$ cat src/rtl/core/assert_macros.svh
// Assertion macros shared by the deframer RTL.
// Included by files that check their own logic; no other dependencies.
`ifndef ASSERT_MACROS_SVH
`define ASSERT_MACROS_SVH
`ifndef ASSERT_OFF
// Same-cycle implication: pre holds -> post holds at this edge.
`define ASSERT_IMPLY(lbl, clk, rstn, pre, post) \
  lbl: assert property (@(posedge clk) disable iff (!rstn) (pre) |-> (post)) \
    else $error("websocket deframer check failed");
// Next-cycle implication: pre holds -> post holds at the following edge.
`define ASSERT_NEXT(lbl, clk, rstn, pre, post) \
  lbl: assert property (@(posedge clk) disable iff (!rstn) (pre) |=> (post)) \
    else $error("websocket deframer check failed");
`else
`define ASSERT_IMPLY(lbl, clk, rstn, pre, post)
`define ASSERT_NEXT(lbl, clk, rstn, pre, post)
`endif
`endif

$ cat src/rtl/core/wsd_pkg.sv
// Shared types, status codes and helpers for the WebSocket frame deframer.
// No dependencies; imported by the parser, the result queue and the top level.
package wsd_pkg;

  localparam int QDEPTH = 4;
  localparam int QCNT_W = $clog2(QDEPTH + 1);

  localparam logic KIND_DATA   = 1'b0;
  localparam logic KIND_STATUS = 1'b1;

  localparam logic [3:0] OPC_TEXT = 4'h1;

  typedef enum logic [2:0] {
    ST_TEXT     = 3'd0,
    ST_OTHER    = 3'd1,
    ST_TRUNC    = 3'd2,
    ST_NOTFIN   = 3'd3,
    ST_UNMASKED = 3'd4,
    ST_TOOLARGE = 3'd5
  } wsd_status_t;

  typedef struct packed {
    logic        kind;
    logic [7:0]  data;
    logic [2:0]  status;
    logic [3:0]  opcode;
    logic [15:0] length;
  } wsd_result_t;

  // Up to two results produced by one input transfer; slot 0 fills first.
  typedef struct packed {
    logic        v0;
    logic        v1;
    wsd_result_t r0;
    wsd_result_t r1;
  } wsd_push_t;

  typedef struct packed {
    logic [QCNT_W-1:0] fill;
    logic              room2;
  } wsd_qstat_t;

  function automatic wsd_result_t mk_status(wsd_status_t st, logic [3:0] opc,
                                            logic [15:0] len);
    wsd_result_t r;
    r.kind   = KIND_STATUS;
    r.data   = 8'h00;
    r.status = st;
    r.opcode = opc;
    r.length = len;
    return r;
  endfunction

  function automatic wsd_result_t mk_data(logic [7:0] d, logic [3:0] opc,
                                          logic [15:0] len);
    wsd_result_t r;
    r.kind   = KIND_DATA;
    r.data   = d;
    r.status = ST_TEXT;
    r.opcode = opc;
    r.length = len;
    return r;
  endfunction

endpackage

$ cat src/rtl/core/wsd_parser.sv
// Header parser and payload unmasker: frame state plus per-byte decode.
// Depends on wsd_pkg; produces up to two results per accepted byte.
module wsd_parser (
  input  logic              clk,
  input  logic              rst_n,
  input  logic              in_accept,
  input  logic [7:0]        rx_byte,
  input  logic              end_of_buffer,
  output wsd_pkg::wsd_push_t push
);
  import wsd_pkg::*;

  typedef enum logic [6:0] {
    PH_HDR0    = 7'b0000001,
    PH_HDR1    = 7'b0000010,
    PH_EXT_HI  = 7'b0000100,
    PH_EXT_LO  = 7'b0001000,
    PH_MASK    = 7'b0010000,
    PH_PAYLOAD = 7'b0100000,
    PH_DONE    = 7'b1000000
  } wsd_phase_t;

  wsd_phase_t  phase_r,  phase_nxt;
  logic [3:0]  opcode_r, opcode_nxt;
  logic [15:0] length_r, length_nxt;
  logic [15:0] pos_r,    pos_nxt;
  logic [31:0] mask_r,   mask_nxt;
  logic        fin_r,    fin_nxt;

  logic [6:0]  len7;
  logic [15:0] pos_inc;
  logic [7:0]  key;
  wsd_status_t done_st;
  wsd_result_t trunc_res;
  wsd_push_t   res;

  assign len7    = rx_byte[6:0];
  assign pos_inc = pos_r + 16'd1;
  assign done_st = (opcode_r == OPC_TEXT) ? ST_TEXT : ST_OTHER;

  // Key byte for this payload position, first key byte at position 0.
  always_comb begin
    unique case (pos_r[1:0])
      2'd0: key = mask_r[31:24];
      2'd1: key = mask_r[23:16];
      2'd2: key = mask_r[15:8];
      2'd3: key = mask_r[7:0];
      default: key = 8'h00;
    endcase
  end

  always_comb begin
    phase_nxt  = phase_r;
    opcode_nxt = opcode_r;
    length_nxt = length_r;
    pos_nxt    = pos_r;
    mask_nxt   = mask_r;
    fin_nxt    = fin_r;
    res        = '0;
    trunc_res  = '0;

    unique case (phase_r)
      PH_HDR0: begin
        opcode_nxt = rx_byte[3:0];
        fin_nxt    = rx_byte[7];
        phase_nxt  = PH_HDR1;
      end
      PH_HDR1: begin
        mask_nxt   = '0;
        length_nxt = (len7 < 7'd126) ? {9'd0, len7} : 16'd0;
        if (!fin_r) begin
          res.v0    = 1'b1;
          res.r0    = mk_status(ST_NOTFIN, opcode_r, length_nxt);
          phase_nxt = PH_DONE;
        end else if (!rx_byte[7]) begin
          res.v0    = 1'b1;
          res.r0    = mk_status(ST_UNMASKED, opcode_r, length_nxt);
          phase_nxt = PH_DONE;
        end else if (len7 == 7'd127) begin
          res.v0    = 1'b1;
          res.r0    = mk_status(ST_TOOLARGE, opcode_r, 16'd0);
          phase_nxt = PH_DONE;
        end else if (len7 == 7'd126) begin
          phase_nxt = PH_EXT_HI;
        end else begin
          pos_nxt   = '0;
          phase_nxt = PH_MASK;
        end
      end
      PH_EXT_HI: begin
        length_nxt = {rx_byte, 8'h00};
        phase_nxt  = PH_EXT_LO;
      end
      PH_EXT_LO: begin
        length_nxt = length_r | {8'h00, rx_byte};
        pos_nxt    = '0;
        phase_nxt  = PH_MASK;
      end
      PH_MASK: begin
        mask_nxt = {mask_r[23:0], rx_byte};
        pos_nxt  = pos_inc;
        if (pos_inc >= 16'd4) begin
          pos_nxt = '0;
          if (length_r == 16'd0) begin
            res.v0    = 1'b1;
            res.r0    = mk_status(done_st, opcode_r, length_r);
            phase_nxt = PH_DONE;
          end else begin
            phase_nxt = PH_PAYLOAD;
          end
        end
      end
      PH_PAYLOAD: begin
        res.v0  = 1'b1;
        res.r0  = mk_data(rx_byte ^ key, opcode_r, length_r);
        pos_nxt = pos_inc;
        if (pos_inc >= length_r) begin
          res.v1    = 1'b1;
          res.r1    = mk_status(done_st, opcode_r, length_r);
          phase_nxt = PH_DONE;
        end
      end
      PH_DONE: begin
        // drop trailing bytes until the buffer ends
      end
      default: begin
        phase_nxt = PH_HDR0;
      end
    endcase

    // End of buffer: report an unfinished frame, then return to reset state.
    if (end_of_buffer) begin
      if (phase_nxt != PH_DONE) begin
        trunc_res = mk_status(ST_TRUNC, opcode_nxt, length_nxt);
        if (res.v0) begin
          res.v1 = 1'b1;
          res.r1 = trunc_res;
        end else begin
          res.v0 = 1'b1;
          res.r0 = trunc_res;
        end
      end
      phase_nxt  = PH_HDR0;
      opcode_nxt = '0;
      length_nxt = '0;
      pos_nxt    = '0;
      mask_nxt   = '0;
      fin_nxt    = 1'b0;
    end

    push    = res;
    push.v0 = res.v0 & in_accept;
    push.v1 = res.v1 & in_accept;
  end

  always_ff @(posedge clk) begin
    if (!rst_n) begin
      phase_r  <= PH_HDR0;
      opcode_r <= '0;
      length_r <= '0;
      pos_r    <= '0;
      mask_r   <= '0;
      fin_r    <= 1'b0;
    end else if (in_accept) begin
      phase_r  <= phase_nxt;
      opcode_r <= opcode_nxt;
      length_r <= length_nxt;
      pos_r    <= pos_nxt;
      mask_r   <= mask_nxt;
      fin_r    <= fin_nxt;
    end
  end

endmodule

$ cat src/rtl/core/wsd_out_queue.sv
// Result queue: shift register of results, up to two pushed and one popped
// per cycle. Depends on wsd_pkg.
module wsd_out_queue (
  input  logic                 clk,
  input  logic                 rst_n,
  input  wsd_pkg::wsd_push_t   push,
  input  logic                 pop_ready,
  output wsd_pkg::wsd_result_t head,
  output logic                 head_valid,
  output wsd_pkg::wsd_qstat_t  qstat
);
  import wsd_pkg::*;

  wsd_result_t       q_r [QDEPTH];
  wsd_result_t       q_nxt [QDEPTH];
  logic [QCNT_W-1:0] count_r, count_nxt;
  logic [QCNT_W-1:0] base;
  logic              pop;

  assign head_valid  = (count_r != '0);
  assign head        = q_r[0];
  assign pop         = head_valid & pop_ready;
  assign base        = count_r - {{(QCNT_W-1){1'b0}}, pop};
  assign qstat.fill  = count_r;
  assign qstat.room2 = (count_r <= QCNT_W'(QDEPTH - 2));

  always_comb begin
    for (int i = 0; i < QDEPTH; i++) begin
      q_nxt[i] = q_r[i];
    end
    // advance toward the head on a pop
    if (pop) begin
      for (int i = 0; i < QDEPTH - 1; i++) begin
        q_nxt[i] = q_r[i + 1];
      end
    end
    for (int i = 0; i < QDEPTH; i++) begin
      if (push.v0 && (base == QCNT_W'(i))) begin
        q_nxt[i] = push.r0;
      end
      if (push.v1 && ((base + QCNT_W'(1)) == QCNT_W'(i))) begin
        q_nxt[i] = push.r1;
      end
    end
    count_nxt = base + {{(QCNT_W-1){1'b0}}, push.v0}
                     + {{(QCNT_W-1){1'b0}}, push.v1};
  end

  always_ff @(posedge clk) begin
    if (!rst_n) begin
      count_r <= '0;
    end else begin
      count_r <= count_nxt;
    end
  end

  always_ff @(posedge clk) begin
    for (int i = 0; i < QDEPTH; i++) begin
      q_r[i] <= q_nxt[i];
    end
  end

endmodule

$ cat src/rtl/core/websocket_frame_deframer.sv
// Top level of the WebSocket client frame deframer: parser plus result queue.
// Depends on wsd_pkg, wsd_parser, wsd_out_queue and assert_macros.svh.
//
//  channel | dir | tdata                               | tuser | tlast
//  --------+-----+-------------------------------------+-------+--------------
//  in_     | in  | [7:0] rx_byte                       |  -    | end_of_buffer
//  out_    | out | [7:0] data_byte, [10:8] status,     | kind  |  -
//          |     | [14:11] frame_opcode, [30:15] length|       |
//
// One received byte per cycle while in_tready is high: each input transfer is decoded in the same
// cycle by the parser and its results (none for most header and key bytes, one,
// or two at the end of a frame or on an early end of buffer) land in a
// four-entry result queue. The queue drains one result per cycle while out_tready
// is high, so bytes flow at one per clock while the output keeps up; in_tready
// drops only in reset or while the queue cannot take two more results.
// Reset (rst_n low at a clock edge) returns the parser to the first header
// byte and empties the queue; in_tready is held low while rst_n is low.
// A stalled output holds its head result stable.
`include "assert_macros.svh"

module websocket_frame_deframer (
  input  logic        clk,
  input  logic        rst_n,
  // received byte stream
  input  logic        in_tvalid,
  output logic        in_tready,
  input  logic [7:0]  in_tdata,   // [7:0] rx_byte
  input  logic        in_tlast,   // end_of_buffer
  // decoded results
  output logic        out_tvalid,
  input  logic        out_tready,
  output logic [31:0] out_tdata,  // [7:0] data_byte, [10:8] status,
                                  // [14:11] frame_opcode, [30:15] frame_length
  output logic        out_tuser   // kind: 0 payload byte, 1 frame status
);
  import wsd_pkg::*;

  logic        in_accept;
  wsd_push_t   push;
  wsd_result_t head;
  logic        head_valid;
  wsd_qstat_t  qstat;

  // Take a byte only out of reset and when the queue has room for both
  // results it may cause.
  assign in_tready = rst_n & qstat.room2;
  assign in_accept = in_tvalid & in_tready;

  wsd_parser u_parser (
    .clk           (clk),
    .rst_n         (rst_n),
    .in_accept     (in_accept),
    .rx_byte       (in_tdata),
    .end_of_buffer (in_tlast),
    .push          (push)
  );

  wsd_out_queue u_queue (
    .clk        (clk),
    .rst_n      (rst_n),
    .push       (push),
    .pop_ready  (out_tready),
    .head       (head),
    .head_valid (head_valid),
    .qstat      (qstat)
  );

  // Pack the head result for the output transfer.
  assign out_tvalid = head_valid;
  assign out_tuser  = head.kind;
  assign out_tdata  = {1'b0, head.length, head.opcode, head.status, head.data};

  // The queue never overfills.
  `ASSERT_IMPLY(a_fill_bound, clk, rst_n, 1'b1, qstat.fill <= QCNT_W'(QDEPTH))
  // A second result is only ever produced behind a first one.
  `ASSERT_IMPLY(a_pair_order, clk, rst_n, push.v1, push.v0)
  // A result pushed into an empty queue is offered in the next cycle.
  `ASSERT_NEXT(a_push_shows, clk, rst_n, push.v0 && (qstat.fill == '0), out_tvalid)

endmodule
$ cat config.mk
export PLATFORM = sky130hd
export DESIGN_NAME = websocket_frame_deframer
export DESIGN_NICKNAME = d
export VERILOG_FILES = /design/src/rtl/core/wsd_pkg.sv /design/src/rtl/core/wsd_parser.sv /design/src/rtl/core/wsd_out_queue.sv /design/src/rtl/core/websocket_frame_deframer.sv
export VERILOG_INCLUDE_DIRS = /design/src /design/src/rtl/core
export SDC_FILE = /design/constraint.sdc
export NUM_CORES = 1
export LEC_CHECK = 0
export BUFFER_PORTS_ARGS = -buffer_cell sky130_fd_sc_hd__buf_2
export CORE_MARGIN = 2
export CORE_UTILIZATION = 30
export CTS_CLUSTER_DIAMETER = 200
export DETAILED_ROUTE_END_ITERATION = 12
export PLACE_DENSITY = 0.42
export SLEW_MARGIN = 20
export SYNTH_ARGS = -nofsm -noshare
export SYNTH_HDL_FRONTEND = slang
export SYNTH_SLANG_ARGS = --single-unit
$ cat constraint.sdc
create_clock -name clk -period 5.05 [get_ports clk]
set_input_delay 0.2525 -clock clk [delete_from_list [all_inputs] [get_ports clk]]
set_output_delay 0.2525 -clock clk [all_outputs]
set_load 0.01 [all_outputs]
* After elaboration in Yosys (flattened, before gate mapping)
Memories as Yosys holds them, arrays and structs flattened. Index checks and enable logic that the tools add are counted.
Word-level totals: RAM bits 128, latch bits 0, memories kept 1, word-level logic and storage cells 124, flip-flop bits (word level) 79, bits of input ports 13, memory bits (read-only) 0
Cells by class: $mul 0, reduce and logical (&&, ||, !) cells 19, div/mod/pow operators 0, shift-type cells 0, equality and inequality tests 24, bitwise operators 7, add/sub/neg operators 5, multiplexer cells 57, magnitude comparators 4
Memory list:
- u_queue.q_r | depth 4, width 32, read ports 4, clocked after Yosys merged registers in 0, write ports 4, RTL line wsd_out_queue.sv:14 | wsd_result_t q_r [QDEPTH];
Operator list (number):
- two-way mux 32 bit | 18
- two-way mux 66 bit | 2
- two-way mux 16 bit | 7
- two-way mux 96 bit | 1
- case mux 32 bit (3 select lines) | 1
- case mux 16 bit (4 select lines) | 1
- case mux 32 bit (2 select lines) | 1
- two-way mux 7 bit | 8
- case mux 7 bit (7 select lines) | 1
- case mux 16 bit (3 select lines) | 1
- case mux 8 bit (4 select lines) | 1
- equality test 7 bit (second input constant) | 3
- adder 16 x 1 -> 16 bit (second input constant) | 1
- >= comparator 16 bit | 1
- >= comparator 16 x 3 -> 1 bit (second input constant) | 1
- logical NOT 16 bit | 1
- bitwise OR 16 x 8 -> 16 bit | 1
- equality test 3 x 2 -> 1 bit (second input constant) | 4
- two-way mux 1 bit | 11
- != test 3 bit (second input constant) | 3
- logical AND 1 bit | 8
- two-way mux 4 bit | 2
- XOR 8 bit | 1
- equality test 7 x 1 -> 1 bit (second input constant) | 1
- 26 further kinds | 36

* Logic depth before layout (Yosys ltp)
Gate-level depths: netlist (run 1).
depth in word-level cells 13, mapped depth 20, mapped depth without buffers 17

* Modules after synthesis
From an unflattened synthesis (run 1), not the netlist that was laid out.
Second synthesis, totals: cell total of the unflattened synthesis 1294, area total of the unflattened synthesis 12525.8 sq um
By module, submodules not included:
- wsd_out_queue | cells an instance 692, times used 1, area each 7576.0 sq um, sequential area each 3903.7 sq um
- wsd_parser | cells an instance 598, times used 1, area each 4926.0 sq um, sequential area each 1521.5 sq um
- websocket_frame_deframer | cells an instance 4, times used 1, area each 23.8 sq um, sequential area each 0.0 sq um

* Worst setup path before layout (run 1)
Ideal clock, no wire load.
path type reg2reg, from register u_parser.pos_r[0], to register u_queue.count_r[1], arrival time 3.976 ns, setup time 0.115 ns, period minus slack after synthesis 4.091 ns, stages on the path, launching flop included 18, buffers on the path 2, slack 0.959 ns, required time 4.935 ns, cells stage by stage dfxtp_1 -> ha_1 -> nand3_4 -> nor3_1 -> xor2_1 -> ha_1 -> nand2_1 -> nor3_1 -> o2111ai_1 -> o211a_1 -> clkbuf_1 -> a21oi_1 -> clkbuf_1 -> nand2_1 -> fa_1 -> inv_1 -> ha_1 -> and2_1
On the way: cells in the longest elaborated chain, start to end 10, elaborated cells on any way between the ends 18
RTL lines:
- from (decl) | RTL line wsd_parser.sv:26 | logic [15:0] pos_r, pos_nxt;
- from (signal assigned) | RTL line wsd_parser.sv:168 | pos_r <= pos_nxt;
- adder 16 x 1 -> 16 bit (*) | RTL line wsd_parser.sv:38 | assign pos_inc = pos_r + 16'd1;
- >= comparator 16 bit / >= comparator 16 x 3 -> 1 bit (equally long branches) | RTL line wsd_parser.sv:117, wsd_parser.sv:102
- two-way mux 7 bit, on equally long branches | RTL line wsd_parser.sv:117, wsd_parser.sv:102
- case mux 7 bit (7 select lines) | RTL line wsd_parser.sv:62 | unique case (phase_r)
- != test 7 bit | RTL line wsd_parser.sv:133 | if (phase_nxt != PH_DONE) begin
- two-way mux 66 bit | RTL line wsd_parser.sv:133
- two-way mux 66 bit (*) | RTL line wsd_parser.sv:132 | if (end_of_buffer) begin
- bitwise AND 1 bit | RTL line wsd_parser.sv:152 | push.v0 = res.v0 & in_accept;
- adder 3 x 1 -> 3 bit | RTL line wsd_out_queue.sv:45 | count_nxt = base + {{(QCNT_W-1){1'b0}}, push.v0}
- adder 3 x 1 -> 3 bit (*) | RTL line wsd_out_queue.sv:46 | + {{(QCNT_W-1){1'b0}}, push.v1};
- net u_queue.count_nxt[1] | RTL line wsd_out_queue.sv:16 | logic [QCNT_W-1:0] count_r, count_nxt;
- to (signal assigned) | RTL line wsd_out_queue.sv:53 | count_r <= count_nxt;
- to (decl) | RTL line wsd_out_queue.sv:16
The timed path passes the listed nets; every way through them passes the cells marked *. A chain may end at the register's enable or synchronous reset.

==> results.sh, run 1 <==
export IMPL_num_io_pins=48
export IMPL_power_density_nw_per_um2=395.2
export IMPL_cts_buffer_depth=3
export IMPL_routed_wl_um=35190
export IMPL_clkPwrFrac=0.373
export IMPL_synth_cells=1226
export IMPL_cts_resized=0
export IMPL_dieArea_um2=39740
export IMPL_slew_headroom=0.4285
export IMPL_insertedDiodeCount=0
export IMPL_drv_cap=0
export IMPL_drive_gt1_frac=0.1169
export IMPL_detail_route_antenna_nets=0
export IMPL_finalHoldViolCount=0
export IMPL_grt_pass1_vias=8999
export IMPL_post_dp_hpwl_um=23940
export IMPL_die_y_um=199.4
export IMPL_synth_flop_cell="dfxtp_1"
export IMPL_area_delta_synth_final_pct=13.94
export IMPL_antenna_found_initial=1
export IMPL_yosysSeqAreaShare=0.4424
export IMPL_grt_pass1_wl_um=54660
export IMPL_clock_skew_ps=9.262
export IMPL_status="completed"
export IMPL_min_period_ps=4441
export IMPL_nets=1276
export IMPL_grt_total_usage=0.1779
export IMPL_pwr_share_seq=0.436
export IMPL_swShare=0.2824
export IMPL_htreeDepth=1
export IMPL_drc=0
export IMPL_cts_buffers=27
export IMPL_core_um2=37670
export IMPL_cts_tree="built"
export IMPL_synth_largest_area_cell="edfxtp_1"
export IMPL_combPwrFrac=0.191
export IMPL_final_cell_mix="149 x nand2_1, 115 x dfxtp_1, 113 x mux2i_1, 108 x nand3_1, 92 x edfxtp_1"
export IMPL_yosysWarnings=0
export IMPL_cts_sinks=207
export IMPL_grt_ovfl_total=0
export IMPL_port_buffers=46
export IMPL_syn_cell_area_um2=11450
export IMPL_initial_utilization=0.3040
export IMPL_intPower_mw=3.700
export IMPL_drt_initial_drc_count=774
export IMPL_path_class="reg -> reg"
export IMPL_min_period_over_period=0.8795
export IMPL_holdBufCountCts=0
export IMPL_synth_distinct_cells=72
export IMPL_arrival_ps=4720
export IMPL_worstHoldPathType="in -> reg"
export IMPL_syn_area_per_cell_um2=9.339
export IMPL_fmax_ghz=0.2252
export IMPL_drt_pass1_iterations=5
export IMPL_p_total_mw=5.156
export IMPL_p_switching_mw=1.456
export IMPL_cp_data_required_time_ps=5330
export IMPL_layout_commonest_cell="nand2_1"
export IMPL_setup_violations=0
export IMPL_wl_per_cell_um=19.89
export IMPL_synth_area_leaders="edfxtp_1 24%, dfxtp_1 20%, mux2i_1 9.9%, nand2_1 4.9%, nand3_1 4.8%"
export IMPL_worstMarginPinSlew_ps=857.2
export IMPL_rsz0062_at_grt="no"
export IMPL_ir_drop_uv=228.1
export IMPL_via_count=9335
export IMPL_clk_pin_slew_ps=60
export IMPL_drv_slew=0
export IMPL_die_x_um=199.4
export IMPL_place_congestion=0.8081
export IMPL_synth_async_reset_ratio=0
export IMPL_cts_setup_buffers=0
export IMPL_critPathMaxFanout=10
export IMPL_drt_vias_per_instance=5.277
export IMPL_ys_seq_elements=207
export IMPL_cp_end_kind="flip-flop"
export IMPL_tns_ps=0
export IMPL_synth_edf_count=92
export IMPL_cts_root_buf="clkbuf_16"
export IMPL_insertion_delay_ps=540
export IMPL_grt_max_degree=75
export IMPL_critPathLaunchType="flip-flop"
export IMPL_synth_nets=1264
export IMPL_synth_top_area_frac=0.2413
export IMPL_leakagePower_nw=5.250
export IMPL_row_count=71
[critical path, stage by stage, from the launching register on]
cell       delay (ps)
dfxtp_1           510
ha_1              390
nand3_4           180
nor3_1            260
xor2_1            450
ha_1              220
nand2_1            70
nor3_1            270
o2111ai_1         190
o211ai_1          420
o2111a_1          370
nand3_2           410
buf_4             330
mux2i_1           120
[registers in the layout, indices dropped and copies added (netlist names)]
name and flops:
u_queue.q_r 128, u_parser.mask_r 32, u_parser.length_r 16, u_parser.pos_r 16, u_parser.phase_r 7, u_parser.opcode_r 4, u_queue.count_r 3, u_parser.fin_r 1
[cell usage after synthesis (5+ instances only)]
library cell	count
o211a_1	28
o21ai_0	41
nand3_1	109
a21oi_1	45
o211ai_1	11
o21ai_1	6
a222oi_1	8
dfxtp_1	115
o22ai_1	24
and2_1	6
nor2_1	79
and3_1	14
buf_4	7
a21o_1	8
mux2i_1	113
clkbuf_1	57
nor3_1	11
nand4_1	10
nand2_1	150
ha_1	24
nor4_1	8
xor2_1	7
xnor2_1	19
a22oi_1	40
buf_6	5
inv_1	54
buf_2	25
a211oi_1	6
a22o_1	9
a31oi_1	26
edfxtp_1	92
[metrics by stage]
step,setup slack [ps],cell area (um^2),instances,util,hold slack [ps]
3_3_place_gp,609.2,12160,1720,0.3228,440.0
3_5_place_dp,578.8,12160,1720,0.3228,444.5
6_report,608.7,13050,1769,0.3464,128.0
2_1_floorplan,959.0,11450,1226,-,415.0
5_1_grt,297.6,13050,1769,0.3464,135.4
4_1_cts,539.5,13040,1769,0.3463,98.75
[power by group through the flow]
stage               clock (mW)  sequential, mW  combinational (mW)
global placement             0            2.28               0.989
finish                    1.92            2.25               0.986
floorplan                    0            2.32               0.623
detailed placement           0            2.29               0.991
CTS                       1.99            2.25               0.996
global route              2.05            2.28                1.11
[cell families after synthesis]
family / Yosys count / share of synthesized area
AND/OR/NAND/NOR: 426 / 0.1827
AO/OA/AOI/OAI: 276 / 0.1698
flip-flops: 207 / 0.4424
buffers and inverters: 152 / 0.05813
multiplexers: 113 / 0.09879
XOR/XNOR: 26 / 0.01989
adder cells (fa/ha/maj): 25 / 0.02798
other: 1 / 0.0003275
[metal layers]
metal	share of wire	GRT usage
met1	0.49	0.2549
met2	0.45	0.2818
met3	0.048	0.02819
met4	0.017	0.03786
met5	0.00031	0
[cell type report]
cell class              instances  area, um^2
flip-flops and latches        207        5065
inverters                      56       210.2
clock inverters                 8       95.09
repair buffers                 79       515.5
clock buffers                  41       788.3
fillers                      3925       24620
well taps                     511       639.4
multi-input cells             867        5733
[worst paths after layout]
path / from / to / slack, ps / cells after the start
setup reg to reg: u_parser.pos_r[1] / u_queue.q_r[1][16] / 610 / 13
hold / removal: in_tdata[6] / u_parser.mask_r[6] / 130 / 3
setup / recovery: u_parser.pos_r[1] / u_queue.q_r[1][16] / 610 / 13
hold reg to reg: u_parser.mask_r[25] / u_parser.mask_r[25] / 450 / 2
No activity file was read; power rests on OpenSTA's default activity.
==> run 2, diff against run 1 <==
BUFFER_PORTS_ARGS = -buffer_cell sky130_fd_sc_hd__clkbuf_2   (was -buffer_cell sky130_fd_sc_hd__buf_2)
==> results.sh, run 2 (synthesis results as in run 1) <==
export IMPL_final_cell_mix="149 x nand2_1, 115 x dfxtp_1, 113 x mux2i_1, 108 x nand3_1, 92 x edfxtp_1"
export IMPL_post_dp_hpwl_um=23750
export IMPL_cts_resized=0
export IMPL_drt_initial_drc_count=833
export IMPL_die_y_um=199.4
export IMPL_clk_pin_slew_ps=60
export IMPL_worstHoldPathType="in -> reg"
export IMPL_worstMarginPinSlew_ps=928.6
export IMPL_insertedDiodeCount=0
export IMPL_cp_data_required_time_ps=5450
export IMPL_clock_skew_ps=10.19
export IMPL_drc=0
export IMPL_insertion_delay_ps=540
export IMPL_cts_tree="built"
export IMPL_drv_cap=0
export IMPL_cts_buffers=27
export IMPL_min_period_over_period=0.8330
export IMPL_grt_pass1_vias=8989
export IMPL_top_register="u_queue.q_r"
export IMPL_rsz0062_at_grt="no"
export IMPL_drive_gt1_frac=0.1124
export IMPL_ir_drop_uv=195.5
export IMPL_cts_setup_buffers=0
export IMPL_largest_reg_flops=128
export IMPL_critPathMaxFanout=9
export IMPL_drt_vias_per_instance=5.309
export IMPL_dp_cells=1715
export IMPL_routed_wl_um=35180
export IMPL_crit_reg2reg_capture="u_queue.count_r[2]"
export IMPL_cp_end_kind="flip-flop"
export IMPL_via_count=9371
export IMPL_cts_sinks=207
export IMPL_grt_total_usage=0.1783
export IMPL_grt_max_degree=75
export IMPL_power_density_nw_per_um2=391.8
export IMPL_leakagePower_nw=5.201
export IMPL_drv_slew=0
export IMPL_setup_violations=0
export IMPL_finalHoldViolCount=0
export IMPL_cts_root_buf="clkbuf_16"
export IMPL_layout_commonest_cell="nand2_1"
export IMPL_arrival_ps=4600
export IMPL_holdPathStages=3
export IMPL_cts_buffer_depth=3
export IMPL_final_cells=1765
export IMPL_slew_headroom=0.3806
export IMPL_antenna_found_initial=1
export IMPL_fmax_ghz=0.2377
export IMPL_r2r_start="u_parser.pos_r[0]"
export IMPL_num_io_pins=48
export IMPL_port_buffers=46
export IMPL_drt_pass1_iterations=7
export IMPL_hold_path_endpoint="u_parser.phase_r[0]"
export IMPL_grt_pass1_wl_um=54830
export IMPL_die_x_um=199.4
export IMPL_dieArea_um2=39740
export IMPL_min_period_ps=4207
export IMPL_wl_per_cell_um=19.93
export IMPL_path_class="reg -> reg"
export IMPL_place_congestion=0.8238
export IMPL_top_regs="u_queue.q_r (128), u_parser.mask_r (32)"
export IMPL_hp_start="rst_n"
export IMPL_status="completed"
export IMPL_nets=1271
export IMPL_reg2reg_slack_ps=840
export IMPL_core_um2=37670
export IMPL_reg2reg_depth=16
export IMPL_holdBufCountCts=0
export IMPL_tns_ps=0
export IMPL_critPathLaunchType="flip-flop"
export IMPL_htreeDepth=1
export IMPL_detail_route_antenna_nets=0
export IMPL_area_delta_synth_final_pct=13.35
export IMPL_initial_utilization=0.3040
export IMPL_grt_ovfl_total=0
export IMPL_row_count=71
==> run 2: cell types whose count changed in the layout (fill, tap and decap cells not counted), sizes merged <==
cell / before / now
clkinv: 6 / 5
buf: 79 / 28
clkinvlp: 0 / 3
clkbuf: 41 / 88
bufinv: 2 / 0
==> run 2: cell type report <==
type                    count  area, um^2
multi-input cells         867        5733
flip-flops and latches    207        5065
well taps                 511       639.4
clock buffers              42       803.3
inverters                  56       210.2
clock inverters             8       50.05
fillers                  3925       24690
repair buffers             74       478.0
==> run 2: stage by stage <==
stage / util / hold WS, ps / instance area (um^2) / setup WS [ps] / power (mW)
2_1_floorplan: - / 415.0 / 11450 / 959.0 / 2.940
3_3_place_gp: 0.3219 / 440.0 / 12120 / 829.4 / 3.265
3_5_place_dp: 0.3219 / 447.5 / 12120 / 815.8 / 3.276
4_1_cts: 0.3445 / 179.2 / 12980 / 799.8 / 5.155
5_1_grt: 0.3446 / 183.3 / 12980 / 446.6 / 5.366
6_report: 0.3446 / 201.1 / 12980 / 843.5 / 5.085
==> run 2: worst max-delay path by stage <==
stage / slack [ps] / to / start
6_report: 840 / u_queue.count_r[2] / u_parser.pos_r[0]
5_1_grt: 450 / u_queue.count_r[2] / u_parser.pos_r[0]
4_1_cts: 800 / u_queue.count_r[2] / u_parser.pos_r[0]
3_5_place_dp: 820 / u_queue.count_r[2] / u_parser.pos_r[0]
3_3_place_gp: 830 / u_queue.count_r[2] / u_parser.pos_r[0]
2_1_floorplan: 960 / u_queue.count_r[1] / u_parser.pos_r[0]
==> run 2: routing by layer <==
metal,track usage,up-vias,part of all wire
met5,0,-,0.00040
met4,0.04390,2,0.019
met3,0.02346,43,0.044
met2,0.2811,210,0.45
met1,0.2574,4592,0.49
li1,-,4524,-
==> run 2: critical path, stage by stage (launching register included) <==
cell	delay (ps)
dfxtp_1	510
ha_1	270
nand3_4	150
nor3_1	290
xor2_1	490
ha_1	230
nand2_1	60
nor3_1	280
o2111ai_1	190
o211a_1	390
a21oi_1	240
nand2_1	100
fa_1	450
inv_1	60
ha_1	150
xor2_1	130
nor2_1	50
==> run 2: where the power goes <==
part,internal (mW),switching [mW]
sequential,2.14,0.110
clock,1.09,0.766
combinational,0.387,0.592
==> run 3, diff against run 2 <==
ABC_AREA = 1   (was default)
PLACE_DENSITY = 0.43   (was 0.42)
clock period = 3.6 ns   (was 5.05 ns; I/O delays follow)
==> results.sh, run 3 <==
export IMPL_fin_area_um2=14760
export IMPL_detail_route_antenna_nets=0
export IMPL_cp_end_kind="flip-flop"
export IMPL_die_x_um=203.7
export IMPL_insertedDiodeCount=0
export IMPL_drc=0
export IMPL_ir_drop_uv=320.8
export IMPL_top_register="u_queue.q_r"
export IMPL_dpl_worst_slack_ps=-152.6
export IMPL_clk_pin_slew_ps=60
export IMPL_synth_async_reset_ratio=0
export IMPL_finalHoldViolCount=0
export IMPL_path_class="reg -> reg"
export IMPL_largest_reg_flops=128
export IMPL_seq_area_um2=5099
export IMPL_port_buffers=46
export IMPL_yosysSeqAreaShare=0.4234
export IMPL_num_io_pins=48
export IMPL_grt_ovfl_total=0
export IMPL_holdWs_ps=53.68
export IMPL_leakagePower_nw=6.353
export IMPL_dp_cells=2279
export IMPL_grt_max_degree=75
export IMPL_cts_root_buf="clkbuf_16"
export IMPL_synth_flop_cell="dfxtp_1"
export IMPL_drt_initial_drc_count=667
export IMPL_status="completed"
export IMPL_row_count=73
export IMPL_synth_edf_count=92
export IMPL_drt_vias_per_instance=4.645
export IMPL_reg2reg_slack_ps=190
export IMPL_worst_slack_ps=194.7
export IMPL_worstMarginPinSlew_ps=920.9
export IMPL_min_period_over_period=0.9459
export IMPL_grt_pass1_vias=10020
export IMPL_cts_tree="built"
export IMPL_final_cell_mix="565 x nand2_1, 154 x inv_1, 114 x buf_4, 103 x a21oi_1, 102 x dfxtp_1"
export IMPL_synth_cells=1671
export IMPL_crit_reg2reg_capture="u_queue.q_r[2][13]"
export IMPL_multiInputGateArea_um2=6063
export IMPL_reg2reg_depth=24
export IMPL_r2r_start="u_parser.pos_r[0]"
export IMPL_drt_pass1_iterations=6
export IMPL_clock_skew_ps=11.70
export IMPL_place_congestion=0.8612
export IMPL_tns_ps=0
export IMPL_synth_area_leaders="edfxtp_1 23%, dfxtp_1 19%, nand2_1 18%, inv_1 5.0%, a21oi_1 4.4%"
export IMPL_drive_gt1_frac=0.1880
export IMPL_initial_utilization=0.3024
export IMPL_final_cells=2344
export IMPL_yosysWarnings=0
export IMPL_cts_buffer_depth=3
export IMPL_dpl_cell_area_um2=13460
export IMPL_cts_sinks=207
export IMPL_grt_total_usage=0.1719
export IMPL_antenna_found_initial=0
export IMPL_routed_wl_um=36330
export IMPL_fmax_ghz=0.2937
export IMPL_synth_top_area_frac=0.2310
export IMPL_power_density_nw_per_um2=489.9
export IMPL_insertion_delay_ps=550
export IMPL_via_count=10890
export IMPL_worstHoldPathType="in -> reg"
export IMPL_ys_seq_elements=207
export IMPL_rsz0062_at_grt="yes"
export IMPL_min_period_ps=3405
export IMPL_core_um2=39550
export IMPL_synth_nets=1709
export IMPL_critPathLaunchType="flip-flop"
export IMPL_cts_buffers=26
export IMPL_setup_violations=0
export IMPL_nets=1838
export IMPL_cp_data_required_time_ps=3910
export IMPL_top_regs="u_queue.q_r (128), u_parser.mask_r (32)"
export IMPL_wl_per_cell_um=15.50
export IMPL_htreeDepth=1
export IMPL_synth_largest_area_cell="edfxtp_1"
export IMPL_synthTopCellsByCount="580 x nand2_1, 160 x inv_1, 115 x dfxtp_1, 106 x a21oi_1, 102 x nor2_1"
export IMPL_arrival_ps=3720
export IMPL_synthMostInstantiatedCell="nand2_1"
export IMPL_fillers=4168
export IMPL_endpoint="u_queue.q_r[2][13]"
export IMPL_area_delta_synth_final_pct=23.43
export IMPL_layout_commonest_cell="nand2_1"
export IMPL_post_dp_hpwl_um=26640
export IMPL_syn_area_per_cell_um2=7.158
export IMPL_grt_pass1_wl_um=57000
export IMPL_synth_distinct_cells=50
export IMPL_critPathMaxFanout=7
export IMPL_dieArea_um2=41490
export IMPL_die_y_um=203.7
export IMPL_syn_cell_area_um2=11960
export IMPL_crit_start="u_parser.pos_r[0]"
export IMPL_drv_cap=0
export IMPL_slew_headroom=0.3860
export IMPL_drv_slew=0
[run 3: cell types whose count changed after synthesis, sizes merged, moves of 38 or more]
cell,previous run,this run
o21ai,47,121
a21oi,46,106
mux2i,113,0
a22oi,40,2
inv,55,172
nand2,150,588
[run 3: where the power goes]
group | switching, mW | leakage, nW | internal [mW]
logic | 1.04 | 4.10 | 0.595
clock network | 1.04 | 0.412 | 1.51
registers | 0.126 | 1.84 | 2.92
[run 3: layer usage]
| layer | vias to the layer above | share of wire | global-route usage |
|---|---|---|---|
| li1 | 5743 | - | - |
| met1 | 4902 | 0.50 | 0.2521 |
| met2 | 195 | 0.44 | 0.2643 |
| met3 | 48 | 0.040 | 0.02349 |
| met4 | 0 | 0.025 | 0.04380 |
| met5 | - | 0 | 0 |
[run 3: kinds of logic after synthesis]
kind of cell / synth area share
other cells: 0.0003135
buf+inv: 0.08902
compound gates: 0.1470
flops: 0.4234
simple gates: 0.3113
fa+ha+maj: 0.02678
xor+xnor: 0.002197
[run 3: worst max-delay path: stages (launching register included)]
cell and delay (ps):
dfxtp_4 360, buf_4 110, inv_2 50, nor2_4 120
buf_6 130, nand3_1 70, nand2_1 60, nand2_1 70
ha_1 320, a21oi_1 130, o21ai_1 90, a21oi_2 180
nand3_4 120, a21oi_2 160, buf_4 140, nand4_4 130
nand2_8 130, buf_4 120, nand3_4 80, buf_12 170
clkbuf_16 150, nand2_1 50, o21ai_0 70, nand2_1 70
nand2_1 40
[run 3: area by class of cell]
class	instances	area share
well taps	525	0.04449
clock buffers	42	0.05415
repair buffers	179	0.09644
clock inverters	5	0.002627
multi-input cells	1207	0.4107
flip-flops and latches	207	0.3453
inverters	179	0.04627
[run 3: timing repair]
action / 4_1_cts / 5_1_grt
endpoints found under the setup margin: 83 / 221
hold buffers: 4 / 0
gates resized for setup: 11 / 65
hold endpoints to repair: 7 / 0
cloned: 0 / 4
buffers inserted: 1 / 9
pin swaps: 2 / 16
[run 3: stage by stage]
stage	utilization	total power [mW]
5_1_grt	0.3733	7.682
4_1_cts	0.3638	7.303
6_report	0.3733	7.233
3_3_place_gp	0.3403	4.688
3_5_place_dp	0.3403	4.700
2_1_floorplan	-	4.182
[run 3: how the worst min path moves through the flow]
stage	from	to	slack [ps]	cells after the start
after detailed placement	u_queue.q_r[2][22]	u_queue.q_r[2][22]	440	2
after global routing	in_tdata[2]	u_parser.mask_r[2]	50	3
final	in_tdata[3]	u_parser.mask_r[3]	50	3
after floorplan	rst_n	u_queue.count_r[1]	270	2
after CTS	in_tdata[3]	u_parser.mask_r[3]	20	3
after global placement	u_queue.q_r[2][25]	u_queue.q_r[2][25]	440	2
